===== config.mk =====
export PLATFORM = sky130hd
export DESIGN_NAME = gate_pass_counter_delayed_stop_core
export DESIGN_NICKNAME = d
export VERILOG_FILES = /design/src/sv/gpc_pkg.sv /design/src/sv/gpc_cfg.sv /design/src/sv/gpc_engine.sv /design/src/sv/gate_pass_counter_delayed_stop_core.sv
export VERILOG_INCLUDE_DIRS = /design/src /design/src/sv
export SDC_FILE = /design/constraint.sdc
export NUM_CORES = 1
export LEC_CHECK = 0
export BUFFER_PORTS_ARGS = -buffer_cell sky130_fd_sc_hd__buf_2
export CAP_MARGIN = 20
export CELL_PAD_IN_SITES_DETAIL_PLACEMENT = 1
export CELL_PAD_IN_SITES_GLOBAL_PLACEMENT = 1
export CORE_ASPECT_RATIO = 1.75
export CORE_MARGIN = 2
export CORE_UTILIZATION = 25
export DETAILED_ROUTE_END_ITERATION = 6
export GPL_ROUTABILITY_DRIVEN = 0
export PLACE_DENSITY_LB_ADDON = 0.1
export SYNTH_ARGS = -nofsm -noshare
export SYNTH_HDL_FRONTEND = slang
export SYNTH_SLANG_ARGS = --single-unit

===== constraint.sdc =====
create_clock -name clock -period 5.7 [get_ports clock]
set_input_delay 1.71 -clock clock [delete_from_list [all_inputs] [get_ports clock]]
set_output_delay 1.71 -clock clock [all_outputs]
set_load 0.01 [all_outputs]

===== src/sv/gate_pass_counter_delayed_stop_core_defines.svh =====
// Assertion macros used by the gate pass counter engine.
`ifndef GATE_PASS_COUNTER_DELAYED_STOP_CORE_DEFINES_SVH
`define GATE_PASS_COUNTER_DELAYED_STOP_CORE_DEFINES_SVH

`ifndef SYNTHESIS
`define GPC_ASSERT(name, clk, rst, prop, msg) \
   name: assert property (@(posedge clk) disable iff (rst) prop) else $error(msg);
`define GPC_ASSERT_NEVER(name, clk, rst, cond, msg) \
   name: assert property (@(posedge clk) disable iff (rst) !(cond)) else $error(msg);
`else
`define GPC_ASSERT(name, clk, rst, prop, msg)
`define GPC_ASSERT_NEVER(name, clk, rst, cond, msg)
`endif

`endif


===== src/sv/gpc_pkg.sv =====
// Types and constants shared by the gate pass counter modules.
`default_nettype none

package gpc_pkg;

   localparam int TIME_W     = 48;
   localparam int EDGES_W    = 8;
   localparam int SPEED_W    = 7;
   localparam int DELAY_MS_W = 14;
   localparam int DELAY_US_W = 24;
   localparam int COUNT_W    = 2;
   localparam int TOTAL_W    = 32;
   localparam int CSR_IDX_W  = 2;

   localparam logic [SPEED_W-1:0]    SPEED_MAX      = 7'd100;
   localparam logic [DELAY_MS_W-1:0] DELAY_MAX      = 14'd10000;
   localparam logic [DELAY_US_W-1:0] US_PER_MS      = 24'd1000;
   localparam logic [SPEED_W-1:0]    SPEED_RESET    = 7'd20;
   localparam logic [DELAY_US_W-1:0] DELAY_US_RESET = 24'd500000;
   localparam logic [TIME_W-1:0]     TIME_MAX       = {TIME_W{1'b1}};

   typedef enum logic [CSR_IDX_W-1:0] {
      CSR_ENABLE     = 2'd0,
      CSR_SLOW_SPEED = 2'd1,
      CSR_STOP_DELAY = 2'd2
   } csr_index_type;

   typedef struct packed {
      logic                  enable;
      logic [SPEED_W-1:0]    slow_speed;
      logic [DELAY_US_W-1:0] stop_delay_us;
   } cfg_type;

   typedef struct packed {
      logic [TIME_W-1:0]  time_us;
      logic               moving;
      logic               level_active;
      logic [EDGES_W-1:0] edges_seen;
   } req_item_type;

   typedef struct packed {
      logic               detected;
      logic [TOTAL_W-1:0] edge_total;
      logic               stop_pending;
      logic [COUNT_W-1:0] passes_now;
      logic [COUNT_W-1:0] pass_just_counted;
      logic               stop_vehicle;
      logic [SPEED_W-1:0] slowdown_speed;
      logic               begin_slowdown;
   } rsp_item_type;

endpackage

`default_nettype wire


===== src/sv/gpc_cfg.sv =====
// Configuration registers with range checks and the run-state clear pulse.
`default_nettype none

module gpc_cfg (
   input  wire logic                          clock,
   input  wire logic                          reset,
   input  wire logic                          csr_valid,
   input  wire logic [gpc_pkg::CSR_IDX_W-1:0]  csr_index,
   input  wire logic [gpc_pkg::DELAY_MS_W-1:0] csr_wdata,
   output gpc_pkg::cfg_type                   cfg,
   output logic                               clear_run
);
   import gpc_pkg::*;

   logic                  enable_ff, enable_in;
   logic [SPEED_W-1:0]    speed_ff, speed_in;
   logic [DELAY_US_W-1:0] delay_us_ff, delay_us_in;
   logic [SPEED_W-1:0]    speed_val;
   logic [DELAY_MS_W-1:0] delay_val;
   logic                  write_ok;

   assign speed_val = csr_wdata[SPEED_W-1:0];
   assign delay_val = csr_wdata;

   always_comb begin
      enable_in   = enable_ff;
      speed_in    = speed_ff;
      delay_us_in = delay_us_ff;
      write_ok    = 1'b0;
      if (csr_valid) begin
         case (csr_index)
            CSR_ENABLE: begin
               enable_in = csr_wdata[0];
               write_ok  = 1'b1;
            end
            CSR_SLOW_SPEED: begin
               if (speed_val <= SPEED_MAX) begin
                  speed_in = speed_val;
                  write_ok = 1'b1;
               end
            end
            CSR_STOP_DELAY: begin
               if (delay_val <= DELAY_MAX) begin
                  // Milliseconds are turned into microseconds once, at write time.
                  delay_us_in = DELAY_US_W'(delay_val) * US_PER_MS;
                  write_ok    = 1'b1;
               end
            end
            default: begin
               write_ok = 1'b0;
            end
         endcase
      end
   end

   always_ff @(posedge clock) begin
      if (reset) begin
         enable_ff   <= 1'b0;
         speed_ff    <= SPEED_RESET;
         delay_us_ff <= DELAY_US_RESET;
      end else begin
         enable_ff   <= enable_in;
         speed_ff    <= speed_in;
         delay_us_ff <= delay_us_in;
      end
   end

   assign cfg.enable        = enable_ff;
   assign cfg.slow_speed    = speed_ff;
   assign cfg.stop_delay_us = delay_us_ff;
   assign clear_run         = write_ok;

endmodule

`default_nettype wire


===== src/sv/gpc_engine.sv =====
// Pass counting state and the per-poll decision logic.
`default_nettype none
`include "gate_pass_counter_delayed_stop_core_defines.svh"

module gpc_engine #(
   parameter int REARM_HOLDOFF_US = 2000000,
   parameter int PASSES_TO_STOP   = 2
) (
   input  wire logic                  clock,
   input  wire logic                  reset,
   input  wire logic                  step,
   input  wire gpc_pkg::req_item_type item,
   input  wire gpc_pkg::cfg_type      cfg,
   input  wire logic                  clear_run,
   output gpc_pkg::rsp_item_type      result
);
   import gpc_pkg::*;

   localparam logic [COUNT_W-1:0] PASS_LIMIT = COUNT_W'(PASSES_TO_STOP);
   localparam logic [TIME_W:0]    HOLDOFF    = (TIME_W+1)'(REARM_HOLDOFF_US);

   logic [COUNT_W-1:0] pass_count_ff, pass_count_in;
   logic               stopping_ff, stopping_in;
   logic [TIME_W-1:0]  rearm_dl_ff, rearm_dl_in;
   logic [TIME_W-1:0]  stop_dl_ff, stop_dl_in;
   logic [TOTAL_W-1:0] edge_acc_ff, edge_acc_in;

   logic [TIME_W:0]    rearm_sum, stop_sum;
   logic [COUNT_W-1:0] pass_next;
   logic               count_ok, begin_seq, stop_fire;

   assign rearm_sum = {1'b0, item.time_us} + HOLDOFF;
   assign stop_sum  = {1'b0, item.time_us} + (TIME_W+1)'(cfg.stop_delay_us);
   assign pass_next = pass_count_ff + 1'b1;

   assign count_ok  = item.moving && (item.edges_seen != '0) && cfg.enable
                      && (item.time_us >= rearm_dl_ff) && !stopping_ff;
   assign begin_seq = count_ok && (pass_next >= PASS_LIMIT);

   // A freshly armed deadline is already reached only for a zero delay, or
   // when the sum saturates at the top of the time range and now sits there.
   assign stop_fire = item.moving &&
                      ((stopping_ff && (item.time_us >= stop_dl_ff)) ||
                       (begin_seq && ((cfg.stop_delay_us == '0) ||
                                      (item.time_us == TIME_MAX))));

   always_comb begin
      pass_count_in = pass_count_ff;
      stopping_in   = stopping_ff;
      rearm_dl_in   = rearm_dl_ff;
      stop_dl_in    = stop_dl_ff;
      edge_acc_in   = edge_acc_ff;
      if (clear_run) begin
         pass_count_in = '0;
         stopping_in   = 1'b0;
         rearm_dl_in   = '0;
         stop_dl_in    = '0;
      end else if (step) begin
         edge_acc_in = edge_acc_ff + TOTAL_W'(item.edges_seen);
         if (!item.moving) begin
            pass_count_in = '0;
            stopping_in   = 1'b0;
            stop_dl_in    = '0;
         end else if (count_ok) begin
            pass_count_in = pass_next;
            rearm_dl_in   = rearm_sum[TIME_W] ? TIME_MAX : rearm_sum[TIME_W-1:0];
            if (begin_seq) begin
               stopping_in = 1'b1;
               stop_dl_in  = stop_sum[TIME_W] ? TIME_MAX : stop_sum[TIME_W-1:0];
            end
         end
         if (stop_fire) begin
            stopping_in   = 1'b0;
            pass_count_in = '0;
         end
      end
   end

   always_ff @(posedge clock) begin
      if (reset) begin
         pass_count_ff <= '0;
         stopping_ff   <= 1'b0;
         rearm_dl_ff   <= '0;
         stop_dl_ff    <= '0;
         edge_acc_ff   <= '0;
      end else begin
         pass_count_ff <= pass_count_in;
         stopping_ff   <= stopping_in;
         rearm_dl_ff   <= rearm_dl_in;
         stop_dl_ff    <= stop_dl_in;
         edge_acc_ff   <= edge_acc_in;
      end
   end

   always_comb begin
      result.begin_slowdown    = begin_seq;
      result.slowdown_speed    = begin_seq ? cfg.slow_speed : '0;
      result.stop_vehicle      = stop_fire;
      result.pass_just_counted = count_ok ? pass_next : '0;
      result.passes_now        = pass_count_in;
      result.stop_pending      = stopping_in;
      result.edge_total        = edge_acc_in;
      result.detected          = item.level_active;
   end

   `GPC_ASSERT_NEVER(a_count_in_range, clock, reset, pass_count_ff > PASS_LIMIT,
      "pass count ran past the stop threshold")
   `GPC_ASSERT(a_stopping_at_limit, clock, reset, stopping_ff |-> pass_count_ff == PASS_LIMIT,
      "stop pending without the final pass counted")
   `GPC_ASSERT(a_begin_arms, clock, reset,
      (step && !clear_run && begin_seq && !stop_fire) |=> stopping_ff,
      "slowdown began but no stop was armed")
   `GPC_ASSERT(a_clear_run, clock, reset,
      clear_run |=> (pass_count_ff == '0) && !stopping_ff && (stop_dl_ff == '0),
      "configuration write did not clear the run state")

endmodule

`default_nettype wire


===== src/sv/gate_pass_counter_delayed_stop_core.sv =====
// Top level of the gate pass counter with delayed stop.
`default_nettype none

// Each req beat is one sensor poll and produces exactly one rsp beat. A poll
// passes through an input register, the pass counting decision is made in
// combinational logic, and the result lands in an output register, so a new
// poll is taken every cycle while the result side keeps up: throughput is one
// beat per clock, and rsp_tvalid rises once the result of the poll has moved
// from the input register into the output register. The rate is set by the
// state update in the engine, whose pass count and deadlines feed straight
// into the next poll. A stalled rsp side holds one result in the output
// register and one poll in the input register before req_tready drops.
// Configuration writes are always taken; a valid write clears the pass
// count, the pending stop and both deadlines, and a write that is out of
// range or to an unknown index changes nothing. Writes are meant to happen
// only while no poll is in flight.
module gate_pass_counter_delayed_stop_core #(
   parameter int REARM_HOLDOFF_US = 2000000,
   parameter int PASSES_TO_STOP   = 2
) (
   input  wire logic                           clock,
   input  wire logic                           reset,
   // req beat: edges_seen[7:0], level_active[8], moving[9], time_us[57:10], zero pad
   input  wire logic                           req_tvalid,
   output logic                                req_tready,
   input  wire logic [63:0]                    req_tdata,
   // rsp beat: begin_slowdown[0], slowdown_speed[7:1], stop_vehicle[8],
   // pass_just_counted[10:9], passes_now[12:11], stop_pending[13],
   // edge_total[45:14], detected[46], zero pad
   output logic                                rsp_tvalid,
   input  wire logic                           rsp_tready,
   output logic [47:0]                         rsp_tdata,
   // Configuration: 0 enable, 1 slow speed percent, 2 stop delay in milliseconds.
   input  wire logic                           csr_valid,
   output logic                                csr_ready,
   input  wire logic [gpc_pkg::CSR_IDX_W-1:0]  csr_index,
   input  wire logic [gpc_pkg::DELAY_MS_W-1:0] csr_wdata
);
   import gpc_pkg::*;

   logic         in_valid_ff, in_valid_in;
   req_item_type in_item_ff, in_item_in;
   logic         out_valid_ff, out_valid_in;
   rsp_item_type out_item_ff, out_item_in;

   logic         advance, step, req_fire;
   cfg_type      cfg;
   logic         clear_run;
   rsp_item_type result;

   // The output register can load when it is empty or being drained.
   assign advance    = !out_valid_ff || rsp_tready;
   assign step       = in_valid_ff && advance;
   assign req_tready = !in_valid_ff || advance;
   assign req_fire   = req_tvalid && req_tready;
   assign csr_ready  = 1'b1;

   always_comb begin
      in_valid_in = in_valid_ff;
      in_item_in  = in_item_ff;
      if (req_fire) begin
         in_valid_in             = 1'b1;
         in_item_in.edges_seen   = req_tdata[7:0];
         in_item_in.level_active = req_tdata[8];
         in_item_in.moving       = req_tdata[9];
         in_item_in.time_us      = req_tdata[57:10];
      end else if (step) begin
         in_valid_in = 1'b0;
      end
   end

   always_comb begin
      out_valid_in = out_valid_ff;
      out_item_in  = out_item_ff;
      if (step) begin
         out_valid_in = 1'b1;
         out_item_in  = result;
      end else if (rsp_tready) begin
         out_valid_in = 1'b0;
      end
   end

   always_ff @(posedge clock) begin
      if (reset) begin
         in_valid_ff  <= 1'b0;
         out_valid_ff <= 1'b0;
      end else begin
         in_valid_ff  <= in_valid_in;
         out_valid_ff <= out_valid_in;
      end
   end

   // Payload registers carry no reset; their valid bits guard them.
   always_ff @(posedge clock) begin
      in_item_ff  <= in_item_in;
      out_item_ff <= out_item_in;
   end

   gpc_cfg u_cfg (
      .clock     (clock),
      .reset     (reset),
      .csr_valid (csr_valid),
      .csr_index (csr_index),
      .csr_wdata (csr_wdata),
      .cfg       (cfg),
      .clear_run (clear_run)
   );

   gpc_engine #(
      .REARM_HOLDOFF_US (REARM_HOLDOFF_US),
      .PASSES_TO_STOP   (PASSES_TO_STOP)
   ) u_engine (
      .clock     (clock),
      .reset     (reset),
      .step      (step),
      .item      (in_item_ff),
      .cfg       (cfg),
      .clear_run (clear_run),
      .result    (result)
   );

   assign rsp_tvalid = out_valid_ff;
   assign rsp_tdata  = {1'b0, out_item_ff};

endmodule

`default_nettype wire


==> results by group, run 1 <==
Layout
  – Fillers: 7834
  – Fin cells: 2830
  – # nets final: 2224
  – Layout cells sized above 1: 17.7%
  – Final Util: 30.0%
  – Layout area overhead: 18.4%

Floorplanning
  – Initial Utilization: 25.3%
  – CORE AREA: 0.0675 sq mm
  – Die W: 202 um
  – Top Ports: 136
  – Row cnt: 126
  – Die H: 350 um
  – Die ar.: 0.0705 sq mm

STA
  – Maximum clock rate: 184 MHz
  – Fin. Hold Viols: 0
  – Final setup violation count: 0
  – Fin crit period: 5.44 ns
  – Slew at the pin with the worst max-slew slack: 1.02 ns
  – WHS: 0.423 ns
  – Final Slew Violations: 0
  – Fin crit share: 95.4%
  – Layout Skew: 0.0248 ns
  – Max-slew headroom: 32.1%
  – RSZ-0062 raised after global routing: false

CTS
  – Hold Buf Count CTS: 0
  – CTS clk-pin slew, worst paths: 0.05 ns
  – Worst-Skew Late Latency: 0.57 ns
  – H-tree depth: 2
  – Inserted Clock Buffers: 34
  – Clock sink count: 267
  – TritonCTS clock tree: done
  – Postcts setup bufs: 0
  – Clock Tree Buf Depth: 3
  – Root buffer cell: clkbuf_16

Setup path
  – Crit path kind: in2reg
  – CP arrival: 5.85 ns
  – CP endpoint kind: register
  – RR Endpoint: rsp_tdata[11]$_DFFE_PP_
  – Worst Path Required: 6.11 ns
  – Launch point of the worst reg-to-reg path: in_item_ff[34]$_DFFE_PP_
  – Worst-path maximum fanout: 6
  – Cells on worst reg2reg path: 10
  – CP Launch Type: input pin
  – R2r setup slk: 1.28 ns

Detailed routing
  – Post-Route WL: 56.5 mm
  – Vias per cell: 4.77
  – Drt first pass iters: 4
  – Mean routed wirelength per cell: 20.0 um
  – DRC Markers: 0
  – Initial drt markers: 482
  – Routed Antenna Nets: 0
  – DR vias: 13500

Job
  – Max-cap viol count: 0

Logic synthesis
  – Post-synthesis cell type count: 85
  – Async SR Flop Fraction: 0%
  – Syn nets: 2059
  – Main synth FF type: dfxtp_1
  – Cell Area, Synth: 0.0171 sq mm
  – Number of flops mapped to enable cells by yosys: 105
  – Ys Warns: 0
  – Avg Cell Area, Syn: 9.81 sq um
  – Syn Inst Count: 1740
  – Number of synthesized register bits: 267
  – Share of the yosys chip area belonging to registers: 37.5%

Pwr
  – Final total power: 6290 uW
  – Power per cell area: 311 mW/mm^2
  – Peak supply drop: 0.000165 V
  – Lkg Pwr: 0.00818 uW

Global routing
  – GRT Resource Usage Total: 16.2%
  – Largest net degree at the start of global routing: 59
  – Vias in the first global route: 14900
  – Global-route wire length before repair: 87.5 mm
  – GR Overflow Total: 0
  – Initial antenna violation count: 8

Hold path
  – Hold Startpoint: in_item_ff[8]$_DFFE_PP_
  – Min-Delay Path Depth: 0
  – Hold Path End: rsp_tdata[46]$_DFFE_PP_
  – Hold Path Class: reg2reg

Placement
  – Detailed Place HPWL: 43.2 mm
  – Placed Cells: 2765
  – # port buffers: 127

Status
  – Outcome: finished clean
-- timing repair --
item	4_1_cts	5_1_grt
hold endpoints to repair	0	0
setup endpoints to repair	0	2
resized for setup	0	2
-- synth_stat cells, types with 5 or more instances --
cell type  instances  area (sq um)
a211oi_1          17           128
dfxtp_1          162          3240
o21ai_0           68           340
a21o_1            25           188
o21bai_1           5          37.5
nor2b_1           15          93.8
o221a_2           46           518
o2111ai_1          9          78.8
o32ai_1            8          70.1
or2_2              5          31.3
nor3b_1            5          37.5
ha_1             186          2330
xor2_1            33           289
o21a_1            10          75.1
fa_1              48           961
nor4_1            10          62.6
xnor2_1           67           587
a21oi_1           88           440
and4_1            11          96.3
o211ai_1          15           113
clkbuf_1          41           154
mux2_2            12           135
inv_1            184           691
and3_1            26           163
nor3_1            21           105
nand3_1           47           235
nand2b_1           8          50.1
nand2_1          120           450
nand4_1           30           188
mux2i_1           35           350
o22ai_1           25           156
a31oi_1            6          37.5
nor2_1           108           405
edfxtp_1         105          3150
and2_1            41           257
buf_2             17          85.1
-- worst max-delay path, cell delays in order --
cell and delay [ns]:
buf_2 0.12, clkinvlp_4 0.18, fa_1 0.60, fa_1 0.44
fa_1 0.49, fa_1 0.51, inv_1 0.06, ha_4 0.25
a21oi_2 0.15, nand2_1 0.08, o41a_1 0.41, and3_1 0.22
o31ai_2 0.23, buf_4 0.16, xnor2_1 0.05, mux2i_1 0.12
nor2_1 0.06
-- logic make-up (layout without fill, tap and decap cells) --
family | Yosys count | count (layout) | synth area share (%)
adder cells (fa/ha/maj) | 234 | 234 | 19.3
AO/OA/AOI/OAI | 368 | 368 | 15.3
other | 2 | 5 | 0.0440
buffers and inverters | 250 | 441 | 5.76
XOR/XNOR | 100 | 100 | 5.13
multiplexers | 48 | 48 | 2.91
AND/OR/NAND/NOR | 471 | 471 | 14.1
flip-flops | 267 | 267 | 37.5
-- worst max path at each step --
| stage | startpoint | to | slack (ns) | cells past startpoint |
|---|---|---|---|---|
| final | csr_wdata[3] | u_cfg.delay_us_ff[20]$_SDFFE_PP0P_ | 0.26 | 17 |
| after global routing | csr_wdata[3] | u_cfg.delay_us_ff[20]$_SDFFE_PP0P_ | 0.01 | 17 |
| after CTS | csr_wdata[0] | u_cfg.delay_us_ff[22]$_SDFFE_PP0P_ | 0.16 | 15 |
| after detailed placement | csr_wdata[0] | u_cfg.delay_us_ff[22]$_SDFFE_PP0P_ | -0.41 | 15 |
| after global placement | csr_wdata[0] | u_cfg.delay_us_ff[22]$_SDFFE_PP0P_ | -0.38 | 15 |
| after floorplan | csr_wdata[8] | u_cfg.delay_us_ff[23]$_SDFFE_PP0P_ | 0.003 | 17 |
-- metal layers --
metal	global-route usage (%)	part of all wire, %
met2	31.9	55
met1	16.5	37
met4	7.17	4.5
met5	0	0.11
met3	2.91	3.6
-- through the flow --
step / area [sq um] / setup TNS (ns) / worst slack, ns
after floorplan: 17100 / 0 / 0.00306
after detailed placement: 19100 / -1.86 / -0.413
after CTS: 20200 / 0 / 0.162
final: 20200 / 0 / 0.260
after global placement: 19100 / -1.57 / -0.382
after global routing: 20200 / 0 / 0.0102
-- area by class of cell --
cell class	instances	area, sq um	area share, %
antenna	3	7.51	0.0371
timing repair buffer	195	1150	5.67
sequential	267	6400	31.6
multi-input combinational	1223	9740	48.2
inverter	184	702	3.47
clock inverter	16	168	0.829
clock buffer	46	937	4.64
tap	896	1120	5.54
-- flip-flops by register name, indices dropped and copies added, names as in the netlist --
register,count
u_engine.edge_acc_ff,32
u_cfg.speed_ff,7
u_engine.pass_count_ff,2
u_cfg.enable_ff,1
rsp_tdata,47
u_engine.stop_dl_ff,48
u_engine.stopping_ff,1
rsp_tvalid,1
u_cfg.delay_us_ff,21
in_valid_ff,1
u_engine.rearm_dl_ff,48
in_item_ff,58
-- power breakdown --
group | internal (uW) | total (uW) | leakage [uW] | switching, uW
Sequential | 2050 | 2140 | 0.00231 | 89.4
Clock | 1300 | 2210 | 0.000544 | 912
Combinational | 942 | 1930 | 0.00533 | 993
Total | 4290 | 6290 | 0.00818 | 1990
-- placed cells by master, fill, tap and decap left out, types with 26 or more instances in the layout --
cell type,count
a21oi_1,86
inv_1,180
mux2i_1,35
o21ai_0,67
and3_1,26
dfxtp_1,162
ha_1,185
clkbuf_16,35
edfxtp_1,105
fa_1,48
nand2_1,119
nand4_1,30
and2_1,40
nor2_1,106
buf_2,127
xnor2_1,67
nand3_1,47
buf_4,68
o221a_2,46
xor2_1,33
No activity file was read; power rests on OpenSTA's default activity.
==> run 2: changes to the inputs <==
--- a/config.mk
+++ b/config.mk
@@ -16,6 +16,7 @@
 export DETAILED_ROUTE_END_ITERATION = 6
 export GPL_ROUTABILITY_DRIVEN = 0
 export PLACE_DENSITY_LB_ADDON = 0.1
+export RECOVER_POWER = 100
 export SYNTH_ARGS = -nofsm -noshare
 export SYNTH_HDL_FRONTEND = slang
 export SYNTH_SLANG_ARGS = --single-unit
==> run 2 against run 1 <==
Final cell count about the same. Fmax down 0.48%. The flow now finishes with violations (capacitance limit, slew limit). Sequential cell count did not move. Count of clock-buffer cells in the layout did not move. Combinational power hardly changed. Critical path type unchanged.
==> results by group, run 2 (synthesis results as in run 1) <==
CTS
  – TritonCTS clock tree: done
  – Root buffer cell: clkbuf_16
  – Postcts setup bufs: 0
  – Clock sink count: 267
  – Post_cts resized: 0
  – CTS clk-pin slew, worst paths: 0.05 ns
  – H-tree depth: 2
  – Hold Buf Count CTS: 0
  – Worst-Skew Late Latency: 0.57 ns
  – Inserted Clock Buffers: 34
  – Clock Tree Buf Depth: 3

Layout
  – Final std cell area, no fill: 0.0201 sq mm
  – Most frequent cells in the layout: ha_1, inv_1, dfxtp_1, nand2_1, nor2_1
  – Largest register FFs: 58
  – Fin cells: 2829
  – # nets final: 2224
  – Fillers: 7865
  – Area of the multi-input gates: 0.00971 sq mm
  – Layout area overhead: 17.7%
  – Most common library cell in the layout ignoring fill and taps: ha_1
  – Largest regs: in_item_ff (58), u_engine.rearm_dl_ff (48), u_engine.stop_dl_ff (48)
  – Layout cells sized above 1: 13.9%
  – Reg area: 0.00640 sq mm
  – Largest Register: in_item_ff

Hold path
  – Hold Path End: rsp_tdata[46]$_DFFE_PP_
  – Hold Startpoint: in_item_ff[8]$_DFFE_PP_
  – Hold Path Class: reg2reg
  – Min-Delay Path Depth: 0

STA
  – Max-slew headroom: -119%
  – Final Slew Violations: 100
  – Fin crit share: 95.9%
  – Fin Setup TNS: 0 ns
  – Maximum clock rate: 183 MHz
  – Fin crit period: 5.47 ns
  – Final setup violation count: 0
  – Slew at the pin with the worst max-slew slack: 3.28 ns
  – RSZ-0062 raised after global routing: false
  – Fin. Hold Viols: 0
  – Layout Skew: 0.0252 ns

Setup path
  – CP max-delay cell: fa_1
  – CP max stage delay: 0.59 ns
  – CP Launch Type: input pin
  – Launch point of the worst reg-to-reg path: in_item_ff[34]$_DFFE_PP_
  – Worst Path Required: 6.11 ns
  – RR Endpoint: u_engine.rearm_dl_ff[11]$_SDFFE_PP0P_
  – Crit path cell chain: clkbuf_1 > fa_1 > inv_1 > fa_1 > fa_1 > fa_1 > inv_1 > ha_1 > o21ai_0 > o21bai_1 > a221oi_1 > clkbuf_1 > o211ai_1 > clkbuf_4 > nand2_1 > xnor2_1 > mux2i_1 > nor2_1
  – R2r setup slk: 0.37 ns
  – Crit path top cell by count: fa_1
  – CP endpoint kind: register
  – CP arrival: 5.88 ns
  – Crit path kind: in2reg
  – Cells on worst reg2reg path: 10
  – Worst-path maximum fanout: 4

Job
  – Max-cap viol count: 3

Pwr
  – P_int: 4280 uW
  – Switch share: 31.8%
  – Register share of total power: 34.2%
  – Net Sw Power: 1990 uW
  – Power per cell area: 312 mW/mm^2
  – Peak supply drop: 0.000164 V
  – Lkg Pwr: 0.00800 uW
  – Power share of the clock group: 35.3%
  – Logic gate share of total power: 30.5%

Global routing
  – Vias in the first global route: 14900
  – Global-route wire length before repair: 87.5 mm
  – GR Overflow Total: 0
  – Initial antenna violation count: 8
  – Largest net degree at the start of global routing: 59
  – GRT Resource Usage Total: 16.2%

Detailed routing
  – DR vias: 13500
  – Mean routed wirelength per cell: 20.0 um
  – Initial drt markers: 472
  – Post-Route WL: 56.5 mm
  – Vias per cell: 4.77
  – DRC Markers: 0
  – Drt first pass iters: 4
  – Routed Antenna Nets: 0

Floorplanning
  – Die H: 350 um
  – CORE AREA: 0.0675 sq mm
  – Initial Utilization: 25.3%
  – Row cnt: 126
  – Die ar.: 0.0705 sq mm
  – Top Ports: 136
  – Die W: 202 um

Placement
  – # port buffers: 127
  – Post-place instance area: 0.0191 sq mm
  – Placed Cells: 2765
  – Detailed Place HPWL: 43.2 mm

Status
  – Violated checks: capacitance limit, slew limit
  – Outcome: finished with violations
[run 2: power by group through the flow]
stage,Sequential (uW),Clock (uW),Combinational (uW)
global placement,2190,0,1940
floorplan,2150,0,1280
CTS,2150,2320,1990
detailed placement,2190,0,1980
finish,2140,2210,1920
global route,2160,2370,2200
[run 2: worst max-delay path by stage]
| stage | cells past startpoint | endpoint | start | slack (ns) |
|---|---|---|---|---|
| finish | 18 | u_cfg.delay_us_ff[21]$_SDFFE_PP0P_ | csr_wdata[0] | 0.23 |
| global route | 18 | u_cfg.delay_us_ff[21]$_SDFFE_PP0P_ | csr_wdata[0] | 0.006 |
| CTS | 15 | u_cfg.delay_us_ff[22]$_SDFFE_PP0P_ | csr_wdata[0] | 0.16 |
| global placement | 15 | u_cfg.delay_us_ff[22]$_SDFFE_PP0P_ | csr_wdata[0] | -0.38 |
| floorplan | 17 | u_cfg.delay_us_ff[23]$_SDFFE_PP0P_ | csr_wdata[8] | 0.003 |
| detailed placement | 15 | u_cfg.delay_us_ff[22]$_SDFFE_PP0P_ | csr_wdata[0] | -0.41 |
[run 2: layout make-up]
class / instances / area share (%)
Clock inverter: 16 / 0.834
Sequential cell: 267 / 31.8
Tap cell: 896 / 5.58
Clock buffer: 46 / 4.66
Multi-Input combinational cell: 1223 / 48.3
Antenna cell: 2 / 0.0249
Timing Repair Buffer: 195 / 5.26
Inverter: 184 / 3.49
[run 2: worst max-delay path: cells and delay by family]
kind	cells	cell delay, ns
adder cells (fa/ha/maj)	5	2.41
AO/OA/AOI/OAI	4	0.81
buffers and inverters	5	0.57
XOR/XNOR	1	0.13
multiplexers	1	0.13
AND/OR/NAND/NOR	2	0.11
[run 2: stage by stage]
| stage | utilization, % | worst slack [ns] | hold WS, ns | power (uW) |
|---|---|---|---|---|
| after detailed placement | 28.3 | -0.413 | 0.416 | 4160 |
| after CTS | 29.9 | 0.162 | 0.430 | 6450 |
| after floorplan | - | 0.00306 | 0.400 | 3430 |
| after global routing | 29.8 | 0.00644 | 0.435 | 6730 |
| after global placement | 28.3 | -0.382 | 0.402 | 4130 |
| final | 29.8 | 0.234 | 0.423 | 6270 |
[run 2: metal layers]
layer / track usage, % / vias up / wire [um] / share of wire (%)
li1: - / 6543 / - / -
met1: 16.5 / 6642 / 20900 / 37
met2: 31.9 / 205 / 31000 / 55
met3: 2.91 / 103 / 2000 / 3.5
met4: 7.17 / 12 / 2510 / 4.4
met5: 0 / - / 67 / 0.12
